**src/hw/rtl/memory_lcd_frame_store_refresh_core_defines.svh**
```systemverilog
// Assertion macros shared by the frame store refresh core.
`ifndef MEMORY_LCD_FRAME_STORE_REFRESH_CORE_DEFINES_SVH
`define MEMORY_LCD_FRAME_STORE_REFRESH_CORE_DEFINES_SVH
`ifndef NO_ASSERTIONS
`define MLCD_ASSERT(lbl, clk, rst, prop) \
  lbl: assert property (@(posedge clk) disable iff (rst) (prop)) \
    else $error("frame store core check failed");
`define MLCD_ASSERT_NR(lbl, clk, prop) \
  lbl: assert property (@(posedge clk) (prop)) \
    else $error("frame store core check failed");
`else
`define MLCD_ASSERT(lbl, clk, rst, prop)
`define MLCD_ASSERT_NR(lbl, clk, prop)
`endif
`endif

```
**src/hw/rtl/mlcd_pkg.sv**
```systemverilog
// Shared constants, types and helpers of the memory LCD frame store core.
package mlcd_pkg;

  localparam int PANEL_WIDTH_DEF  = 128;
  localparam int PANEL_HEIGHT_DEF = 128;

  // Command opcodes of an input word.
  localparam logic [1:0] OP_FILL = 2'd0;
  localparam logic [1:0] OP_DRAW = 2'd1;
  localparam logic [1:0] OP_SEND = 2'd2;

  // Decoded kind of an input word after range checks.
  localparam logic [1:0] K_NONE = 2'd0;
  localparam logic [1:0] K_FILL = 2'd1;
  localparam logic [1:0] K_DRAW = 2'd2;
  localparam logic [1:0] K_SEND = 2'd3;

  // Source of the next output byte.
  localparam logic [1:0] SEL_CMD  = 2'd0;
  localparam logic [1:0] SEL_NUM  = 2'd1;
  localparam logic [1:0] SEL_DATA = 2'd2;
  localparam logic [1:0] SEL_STOP = 2'd3;

  localparam logic [7:0] LCD_CMD_WRITE = 8'h80;
  localparam logic [7:0] LCD_CMD_VCOM  = 8'h40;
  localparam logic [7:0] LCD_STOP      = 8'h00;
  localparam int         VCOM_BIT      = 3;

  typedef struct packed {
    logic       load;
    logic       clear;
    logic       fill_wr;
    logic       draw_wr;
    logic       mem_rd;
    logic       addr_inc;
    logic       out_load;
    logic [1:0] out_sel;
  } mlcd_cmd_t;

  typedef struct packed {
    logic [1:0] kind;
    logic       addr_last;
    logic       pf_valid;
    logic       rd_done;
    logic       out_free;
  } mlcd_stat_t;

  function automatic logic [7:0] reverse8(input logic [7:0] v);
    logic [7:0] r;
    for (int k = 0; k < 8; k++) begin
      r[k] = v[7 - k];
    end
    return r;
  endfunction

endpackage

```
**src/hw/rtl/mlcd_ctrl.sv**
```systemverilog
// Controller state machine sequencing clear, fill, draw and line sends.
module mlcd_ctrl (
  input  logic                 clk,
  input  logic                 rst,
  input  logic                 in_valid,
  output logic                 in_stall,
  input  mlcd_pkg::mlcd_stat_t stat,
  output mlcd_pkg::mlcd_cmd_t  cmd
);

  localparam logic [2:0] S_CLEAR    = 3'd0;
  localparam logic [2:0] S_IDLE     = 3'd1;
  localparam logic [2:0] S_FILL     = 3'd2;
  localparam logic [2:0] S_DRAW_RD  = 3'd3;
  localparam logic [2:0] S_DRAW_WR  = 3'd4;
  localparam logic [2:0] S_SEND_CMD = 3'd5;
  localparam logic [2:0] S_SEND_NUM = 3'd6;
  localparam logic [2:0] S_SEND_DAT = 3'd7;

  logic [2:0] state;
  logic [2:0] state_next;
  logic       stop_pend;
  logic       stop_pend_next;
  logic       load_data;
  logic       rd_issue;

  assign in_stall  = (state != S_IDLE) || stop_pend;
  // The prefetched byte is only moved out while the data bytes are sent.
  assign load_data = (state == S_SEND_DAT) && stat.pf_valid && stat.out_free;
  assign rd_issue  = !stat.rd_done && (!stat.pf_valid || load_data);

  always_comb begin
    state_next     = state;
    stop_pend_next = stop_pend;
    cmd            = '0;
    unique case (state) inside
      S_CLEAR, S_FILL: begin
        cmd.fill_wr  = 1'b1;
        cmd.clear    = (state == S_CLEAR);
        cmd.addr_inc = 1'b1;
        if (stat.addr_last) begin
          state_next = S_IDLE;
        end
      end
      S_IDLE: begin
        if (stop_pend) begin
          // The stop word of the last line waits for room in the output register.
          if (stat.out_free) begin
            cmd.out_load   = 1'b1;
            cmd.out_sel    = mlcd_pkg::SEL_STOP;
            stop_pend_next = 1'b0;
          end
        end else if (in_valid) begin
          cmd.load = 1'b1;
          unique case (stat.kind)
            mlcd_pkg::K_FILL: state_next = S_FILL;
            mlcd_pkg::K_DRAW: state_next = S_DRAW_RD;
            mlcd_pkg::K_SEND: state_next = S_SEND_CMD;
            default:          state_next = S_IDLE;
          endcase
        end
      end
      S_DRAW_RD: begin
        cmd.mem_rd = 1'b1;
        state_next = S_DRAW_WR;
      end
      S_DRAW_WR: begin
        cmd.draw_wr = 1'b1;
        state_next  = S_IDLE;
      end
      S_SEND_CMD: begin
        cmd.mem_rd   = rd_issue;
        cmd.addr_inc = rd_issue;
        if (stat.out_free) begin
          cmd.out_load = 1'b1;
          cmd.out_sel  = mlcd_pkg::SEL_CMD;
          state_next   = S_SEND_NUM;
        end
      end
      S_SEND_NUM: begin
        cmd.mem_rd   = rd_issue;
        cmd.addr_inc = rd_issue;
        if (stat.out_free) begin
          cmd.out_load = 1'b1;
          cmd.out_sel  = mlcd_pkg::SEL_NUM;
          state_next   = S_SEND_DAT;
        end
      end
      S_SEND_DAT: begin
        cmd.mem_rd   = rd_issue;
        cmd.addr_inc = rd_issue;
        cmd.out_load = load_data;
        cmd.out_sel  = mlcd_pkg::SEL_DATA;
        if (load_data && stat.rd_done) begin
          state_next     = S_IDLE;
          stop_pend_next = 1'b1;
        end
      end
      default: begin
        state_next = S_IDLE;
      end
    endcase
  end

  always_ff @(posedge clk) begin
    if (rst) begin
      state     <= S_CLEAR;
      stop_pend <= 1'b0;
    end else begin
      state     <= state_next;
      stop_pend <= stop_pend_next;
    end
  end

endmodule

```
**config.mk**
```make
export PLATFORM = sky130hd
export DESIGN_NAME = mlcd_ctrl
export DESIGN_NICKNAME = d
export VERILOG_FILES = /design/src/hw/rtl/memory_lcd_frame_store_refresh_core_defines.svh /design/src/hw/rtl/mlcd_pkg.sv /design/src/hw/rtl/mlcd_ctrl.sv
export SDC_FILE = /design/constraint.sdc
export NUM_CORES = 1
export LEC_CHECK = 0
export BUFFER_PORTS_ARGS = -buffer_cell sky130_fd_sc_hd__buf_2
export CORE_AREA = 2 2 39 41
export CTS_CLUSTER_DIAMETER = 150
export DETAILED_ROUTE_END_ITERATION = 7
export DIE_AREA = 0 0 41 43
export PLACE_DENSITY = 0.58
export SETUP_SLACK_MARGIN = 0.2
export SYNTH_ARGS = -nofsm -noshare
export SYNTH_HDL_FRONTEND = slang
export SYNTH_SLANG_ARGS = --single-unit
```
**constraint.sdc**
```tcl
create_clock -name clk -period 3.71 [get_ports clk]
set_input_delay 0.9275 -clock clk [delete_from_list [all_inputs] [get_ports clk]]
set_output_delay 0.9275 -clock clk [all_outputs]
set_load 0.05 [all_outputs]
```
# --- Word level (Yosys, flattened, before mapping) ---
# Index checks and enable logic that the tools add are counted.
totals:
  register_bits: 4
  wordCells: 57
  inputBits: 9
  out_inout_bits: 10
classes:
  n_mux: 24
  n_eq_ne: 17
  n_reduce_logical: 14
ops:
  columns: ["cell", "n"]
  rows:
  - ["3-bit 2-to-1 mux", 10]
  - ["3-bit one-hot mux with 6 select lines", 1]
  - ["3-bit equality test (second input constant)", 4]
  - ["3-bit one-hot mux with 4 select lines", 1]
  - ["2-bit != test (second input constant)", 5]
  - ["3-bit one-hot mux with 3 select lines", 1]
  - ["1-bit 2-to-1 mux", 7]
  - ["3-bit by 2-bit equality test with 1-bit output (second input constant)", 2]
  - ["1-bit one-hot mux with 2 select lines", 3]
  - ["6-bit AND reduction", 1]
  - ["2-bit equality test (second input constant)", 2]
  - ["1-bit logical AND", 4]
  - ["3-bit by 1-bit equality test with 1-bit output (second input constant)", 1]
  - ["3-bit zero test", 1]
  - ["3-bit by 1-bit != test with 1-bit output (second input constant)", 1]
  - ["3-bit OR reduction", 1]
  - ["2-bit by 1-bit equality test with 1-bit output (second input constant)", 1]
  - ["1-bit zero test", 2]
  - ["1-bit logical OR", 2]
  - ["2-bit 2-to-1 mux", 1]
  - ["2-bit by 1-bit != test with 1-bit output (second input constant)", 1]
  - ["2-bit AND reduction", 1]
  - ["2-bit nonzero test", 1]
  - ["2-bit OR reduction", 1]

# --- Logic depth before layout (Yosys ltp) ---
# Gate-level depths: netlist of run 1.
depth:
  word_depth: 6
  depth_mapped: 5
  mapped_depth_nobuf: 5

# --- Least setup slack after synthesis of run 1 ---
# No wires, ideal clock.
synth_timing:
  kind: "input-to-output"
  startpoint: "in stat[0] in the netlist's numbering"
  endpoint: "out cmd[3] in the netlist's numbering"
  required_ps: 2783
  arrival_ps: 2069
  n_path_buf: 1
  path_stages: 5
  path_slack_ps: 713
  path_cell_list: "buf_2 > nand3_1 > o21ai_0 > a21oi_1 > o22ai_1"
synth_rtl:
  columns: ["element", "line", "text"]
  rows:
  - ["start, declared", "mlcd_ctrl.sv:7", "input mlcd_pkg::mlcd_stat_t stat,"]
  - ["end, declared", "mlcd_ctrl.sv:8", "output mlcd_pkg::mlcd_cmd_t cmd"]

==> results.md, run 1 <==
- Ant diodes: 0
- CTS sink cnt: 4
- Max IR drop VDD: 0.109 mV
- Crit-path cells: clkinv_2 > nor3_1 > a21oi_1 > o32ai_1 > buf_2
- Core area: ~0.0014 mm²
- Yosys top cell by area: dfxtp_1
- Slew Limit Fails: 0
- Wire per inst: 12.3 µm
- Die Footprint: approximately 0.0018 mm²
- DPL Wire Length: 890 µm
- Std-Cell Rows: 14
- Worst path bufs/invs: 2
- Clk pwr share: ~29%
- Comb pwr share: a little over two fifths
- Pint: approximately 100 µW
- DRT antenna net count: 0
- Seq/Total Area, Yosys: approximately 18%
- Filler cell count: 162
- Post-Layout Cell Count: 98
- Area grow syn2layout: 22.9%
- Cells after Synth: 66
- Clock-pin slew on the worst setup and hold paths: approximately 0.040 ns
- Final wirelength: 1200 µm
- Initial antenna violation count: 0
- Most common cell after layout, fill and taps aside: buf_2
- Worst EP required: ~2.8 ns
- Final worst-path cycle share: around three quarters
- Hold buffers post-CTS: 0
- Commonest non-fill, non-tap cells in the layout: 18 x buf_2, 8 x nor2_1, 7 x a21oi_1, 7 x nand2_1
- Hold Path Class: register to register
- Yosys top cell area share: between 10% and 20%
- Placed insts: 95
- Yosys reg bits: 4
- Drt first pass iters: 4
- Skew-Pair Late Insertion Delay: ~0.23 ns
- Largest net degree at the start of global routing: 19
- Util after Layout: 39.2%
- Setup TNS: 0 ns
- Sequential share of power: between 20% and 30%
- Global-route usage over all layers: roughly 16%
- Maximum clock rate: around 0.35 GHz
- Final Power: between 150 and 200 µW
- Crit end category: primary output
- DRC Markers: 0
- Setup violations, final: 0
- Setup Crit Path Kind: register to primary output
- Sw Ratio: between 40% and 50%
- CTS buffer count: 3
- Clock skew: between 0.001 and 0.0015 ns
- Root buffer cell: clkbuf_4
- Via density per instance: roughly 5.6
- CTS tree: yes
- First-pass GRT wire length: just under 2000 µm
- Port Buffers: 18
- Static leakage: between 0.2 and 0.25 nW
- Grt ovf: 0
- Synth unique cells: 26
- Status: finished, final reports clean
- Psw: roughly 83 µW
- Minimum clock period after layout: 2.85 ns
- DRT iter0 DRCs: 7
- Worst slew pin tran: 0.637 ns
- Area contributors post-synth: dfxtp_1 18%, a21oi_1 7.9%, nor2_1 6.8%
- RSZ-0062 raised after global routing: false
- Slowest CP cell: dfxtp_1
- Starting density of the core: a little under a third
- H-tree levels: 1
- Die height: 43 µm
- Vias in the first global route: about 470
- Critical-path maximum fanout: 18
- Maximum root-to-sink buffer count: 2
- Nets@finish: between 90 and 100
- Synth Area per Inst: 6.69 µm²
- Synthesis Warnings: 0
- Ports: 19
- PD cells: 346 mW/mm²
- Type of element launching the critical path: register
- Worst rel slew slack: 57.5%
- CP Data Arrival Time: ~1.9 ns
- Post-CTS Setup Bufs: 0
- Vias: around 550
- Die X: ~41 µm
- Maxcap violations: 0
- Max incr delay on CP: between 0.7 and 0.8 ns
- Synthesized area: about 440 µm²
- GP Congestion: slightly above 0.8
- Syn Nets: slightly below 80
- # resized after CTS: 0
- Crit path max-delay family: flip-flops
- Share of cells above drive strength 1: between 30% and 40%
- Final Hold Viols: 0
-- worst paths after layout --
path | cells past startpoint | slack (ns) | endpoint | start
worst max-delay path | 5 | 0.86 | cmd[4] | state[2]$_SDFFE_PP0P_
worst min-delay path | 2 | 0.56 | stop_pend$_SDFFE_PP0P_ | stop_pend$_SDFFE_PP0P_
worst max register to register | 4 | 2.16 | state[2]$_SDFFE_PP0P_ | state[2]$_SDFFE_PP0P_
worst min register to register | 2 | 0.56 | stop_pend$_SDFFE_PP0P_ | stop_pend$_SDFFE_PP0P_
-- routing by layer --
layer	routed length, µm	track usage [%]	vias to the layer above
met5	0	0	-
met4	17	6.00	0
met3	67	1.57	2
met2	559	24.7	22
met1	559	21.0	251
li1	-	-	277
-- flip-flops by register name, indices dropped and copies added (netlist names) --
register   flops
state          3
stop_pend      1
-- layout make-up --
| cell class | count | area (µm²) | share of cell area (%) |
|---|---|---|---|
| clock buffers | 3 | 22.5 | 4.15 |
| inverters | 5 | 20.0 | 3.69 |
| multi-input cells | 51 | 303 | 55.8 |
| flip-flops and latches | 4 | 80.1 | 14.7 |
| well taps | 16 | 20.0 | 3.69 |
| repair buffers | 19 | 97.6 | 18.0 |
-- power groups by stage --
stage,Sequential [mW],Clock [mW],Combinational [mW]
final,0.0538,0.0538,0.0800
after global routing,0.0548,0.0619,0.0873
after CTS,0.0536,0.0546,0.0801
after detailed placement,0.0543,0,0.0799
after global placement,0.0544,0,0.0800
after floorplan,0.0473,0,0.0684
-- cells in the mapped netlist --
library cell,count
nor2_1,8
a21oi_1,7
nand2_1,7
buf_2,4
dfxtp_1,4
nor3_1,4
o21ai_0,4
a211o_1,2
ha_1,2
inv_1,2
inv_2,2
nand3_1,2
nand4_1,2
o221ai_1,2
o22ai_1,2
o31ai_1,2
a31oi_1,1
buf_4,1
buf_6,1
clkinv_2,1
nor3b_2,1
o211ai_1,1
o21a_1,1
o21ai_2,1
o32a_1,1
o32ai_1,1
-- kinds of logic (layout without fill, tap and decap cells) --
logic type | Yosys count | in the layout | synth area share (%)
fa+ha+maj | 2 | 2 | 5.66
compound gates | 25 | 25 | 37.7
flops | 4 | 4 | 18.1
simple gates | 24 | 24 | 25.2
buf+inv | 11 | 27 | 13.3
-- stage by stage --
stage	cell area (µm²)	setup slack [ns]	hold WS (ns)
detailed placement	520	1.01	0.556
CTS	543	0.882	0.562
global route	543	0.628	0.613
floorplan	442	0.713	0.501
finish	543	0.863	0.559
global placement	520	1.01	0.555
-- worst register-to-register path, delay by kind of cell, from the launching register on --
kind / cells / cell delay, ns
compound gates: 4 / 0.74
flops: 1 / 0.72
No activity file was read; power rests on OpenSTA's default activity.
==> inputs of run 2 (changes only) <==
==> constraint.sdc (replaced) <==
create_clock -name clk -period 2.7 [get_ports clk]
set_input_delay 0.675 -clock clk [delete_from_list [all_inputs] [get_ports clk]]
set_output_delay 0.675 -clock clk [all_outputs]
set_load 0.05 [all_outputs]
==> run 2 against run 1 <==
  * Power grew 39%
  * Sequential power up 26%
  * Sequential share of layout area down 0.40 points
  * Register-to-register slack lost 0.88 ns
  * Clock power is 36% higher
  * Cell count increased by 2.0%
==> results.md, run 2 (synthesis gave the netlist of run 1 again) <==
- Via density per instance: 5.53 (-1.8%)
- Share of cells above drive strength 1: 34.5% (+1.6 points)
- First-pass GRT wire length: 2020 µm (+2.8%)
- Largest regs: state (3), stop_pend (1)
- Setup TNS: 0 ns (unchanged)
- Psw: 114 µW (+38%)
- Ant diodes: 0 (unchanged)
- Maximum root-to-sink buffer count: 2 (unchanged)
- Comb pwr share: 46.1% (+3.5 points)
- CTS tree: yes
- Maximum clock rate: roughly 0.45 GHz
- Clock skew: 0.00295 ns (+0.00180 ns)
- Setup Crit Path Kind: register to primary output
- Top sig layer: met3
- Sequential share of power: 25.9% (-2.8 points)
- Ports: 19 (unchanged)
- Critical-path maximum fanout: 13 (-5)
- Area grow syn2layout: 26.3%
- Type of element launching the critical path: register
- Commonest non-fill, non-tap cells in the layout: 18 x buf_2, 8 x nor2_1, 7 x a21oi_1, 7 x nand2_1
- Worst EP required: 2.03 ns (-0.75 ns)
- Vias: 553 (+0.18%)
- Worst setup margin: 0.455 ns (-0.409 ns)
- Root buffer cell: clkbuf_4
- Starting density of the core: 31.9% (unchanged)
- Grt ovf: 0 (unchanged)
- CTS buffer count: 3 (unchanged)
- Register Area: 80.1 µm² (unchanged)
- DRT iter0 DRCs: 15 (+8)
- Most common cell after layout, fill and taps aside: buf_2
- Clk pwr share: 28.0% (-0.7 points)
- Die Footprint: 0.00176 mm² (unchanged)
- Top reg by flops: state
- Hold buffers post-CTS: 0 (unchanged)
- Largest register FFs: 3 (unchanged)
- Slew Limit Fails: 0 (unchanged)
- Final Hold Viols: 0 (unchanged)
- H-tree levels: 1 (unchanged)
- DRC Markers: 0 (unchanged)
- Final worst-path cycle share: 83.2%
- Met2 wire length: 570 µm (+2.0%)
- WL met3: 83 µm (+24%)
- Drt first pass iters: 5 (+1)
- # resized after CTS: 0 (unchanged)
- CTS sink cnt: 4 (unchanged)
- Hold slack: 0.564 ns (+0.00510 ns)
- Vias in the first global route: 437 (-6.4%)
- Hold Path Class: register to register
- Pre-CTS WS: 0.536 ns (-0.469 ns)
- Std-Cell Rows: 14 (unchanged)
- Initial antenna violation count: 0 (unchanged)
- Max IR drop VDD: 0.290 mV (+170%)
- Setup violations, final: 0 (unchanged)
- Wire per inst: 12.5 µm (+2.0%)
- Sw Ratio: 43.7% (-0.41 points)
- PD cells: 469 mW/mm² (+36%)
- Die X: 41 µm (unchanged)
- Clock-pin slew on the worst setup and hold paths: 0.04 ns (about the same)
- DRT antenna net count: 0 (unchanged)
- Largest net degree at the start of global routing: 16 (-3)
- Pint: 147 µW (+40%)
- Static leakage: 0.232 nW (+4.8%)
- Core area: 0.00138 mm² (unchanged)
- M1 WL: 597 µm (+6.8%)
- Global-route usage over all layers: 16.4% (+0.70 points)
- RSZ-0062 raised after global routing: false
- Final wirelength: 1250 µm (+4.1%)
- Multi-input logic area: 303 µm² (unchanged)
- Worst slew pin tran: 0.463 ns (-0.174 ns)
- GP Congestion: 0.792 (-2.1%)
- Port Buffers: 18 (unchanged)
- Maxcap violations: 0 (unchanged)
- Minimum clock period after layout: ~2.2 ns
- Crit end category: primary output
- CP Data Arrival Time: 1.57 ns (-0.35 ns)
- Post-CTS Setup Bufs: 0 (unchanged)
- Die height: 43 µm (unchanged)
- Status: finished, final reports clean
- Nets@finish: 97 (+2.1%)
- Filler cell count: 151 (-6.8%)
- Skew-Pair Late Insertion Delay: 0.23 ns (about the same)
- DPL Wire Length: 920 µm (+3.4%)
- Worst rel slew slack: 69.1% (+12 points)
==> run 2: worst paths after layout <==
check / slack, ns / end / from / depth (start not counted)
max reg2reg: 1.28 / state[2]$_SDFFE_PP0P_ / state[1]$_SDFFE_PP0P_ / 4
min: 0.56 / stop_pend$_SDFFE_PP0P_ / stop_pend$_SDFFE_PP0P_ / 2
max: 0.45 / cmd[4] / state[1]$_SDFFE_PP0P_ / 3
min reg2reg: 0.56 / stop_pend$_SDFFE_PP0P_ / stop_pend$_SDFFE_PP0P_ / 2
==> run 2: layer usage <==
metal	track usage, %	vias to the layer above
li1	-	283
met1	24.5	252
met2	22.5	18
met3	6.28	0
met4	2.00	0
met5	0	-
==> run 2: power by group through the flow <==
stage	Combinational [mW]	Sequential [mW]	Clock, mW
floorplan	0.0940	0.0650	0
global placement	0.120	0.0687	0
detailed placement	0.120	0.0687	0
CTS	0.121	0.0678	0.0789
global route	0.132	0.0683	0.0835
finish	0.121	0.0678	0.0732
==> run 2: per-stage QoR <==
step | total power, mW | instance area (µm²) | cells | util, %
global placement | 0.189 | 536 | 97 | 38.7
CTS | 0.267 | 558 | 100 | 40.3
floorplan | 0.159 | 442 | 66 | -
global route | 0.283 | 558 | 100 | 40.3
finish | 0.262 | 558 | 100 | 40.3
detailed placement | 0.189 | 536 | 97 | 38.7
==> run 2: worst max-delay path: stages (launching register included) <==
cell	delay, ns
dfxtp_1	0.60
inv_2	0.15
o32ai_1	0.29
buf_2	0.30
==> run 2: cell type report <==
class                           count  share of cell area (%)
Multi-Input combinational cell     51                    54.3
Timing Repair Buffer               21                    20.2
Sequential cell                     4                    14.3
Clock buffer                        3                    4.04
Inverter                            5                    3.59
Tap cell                           16                    3.59
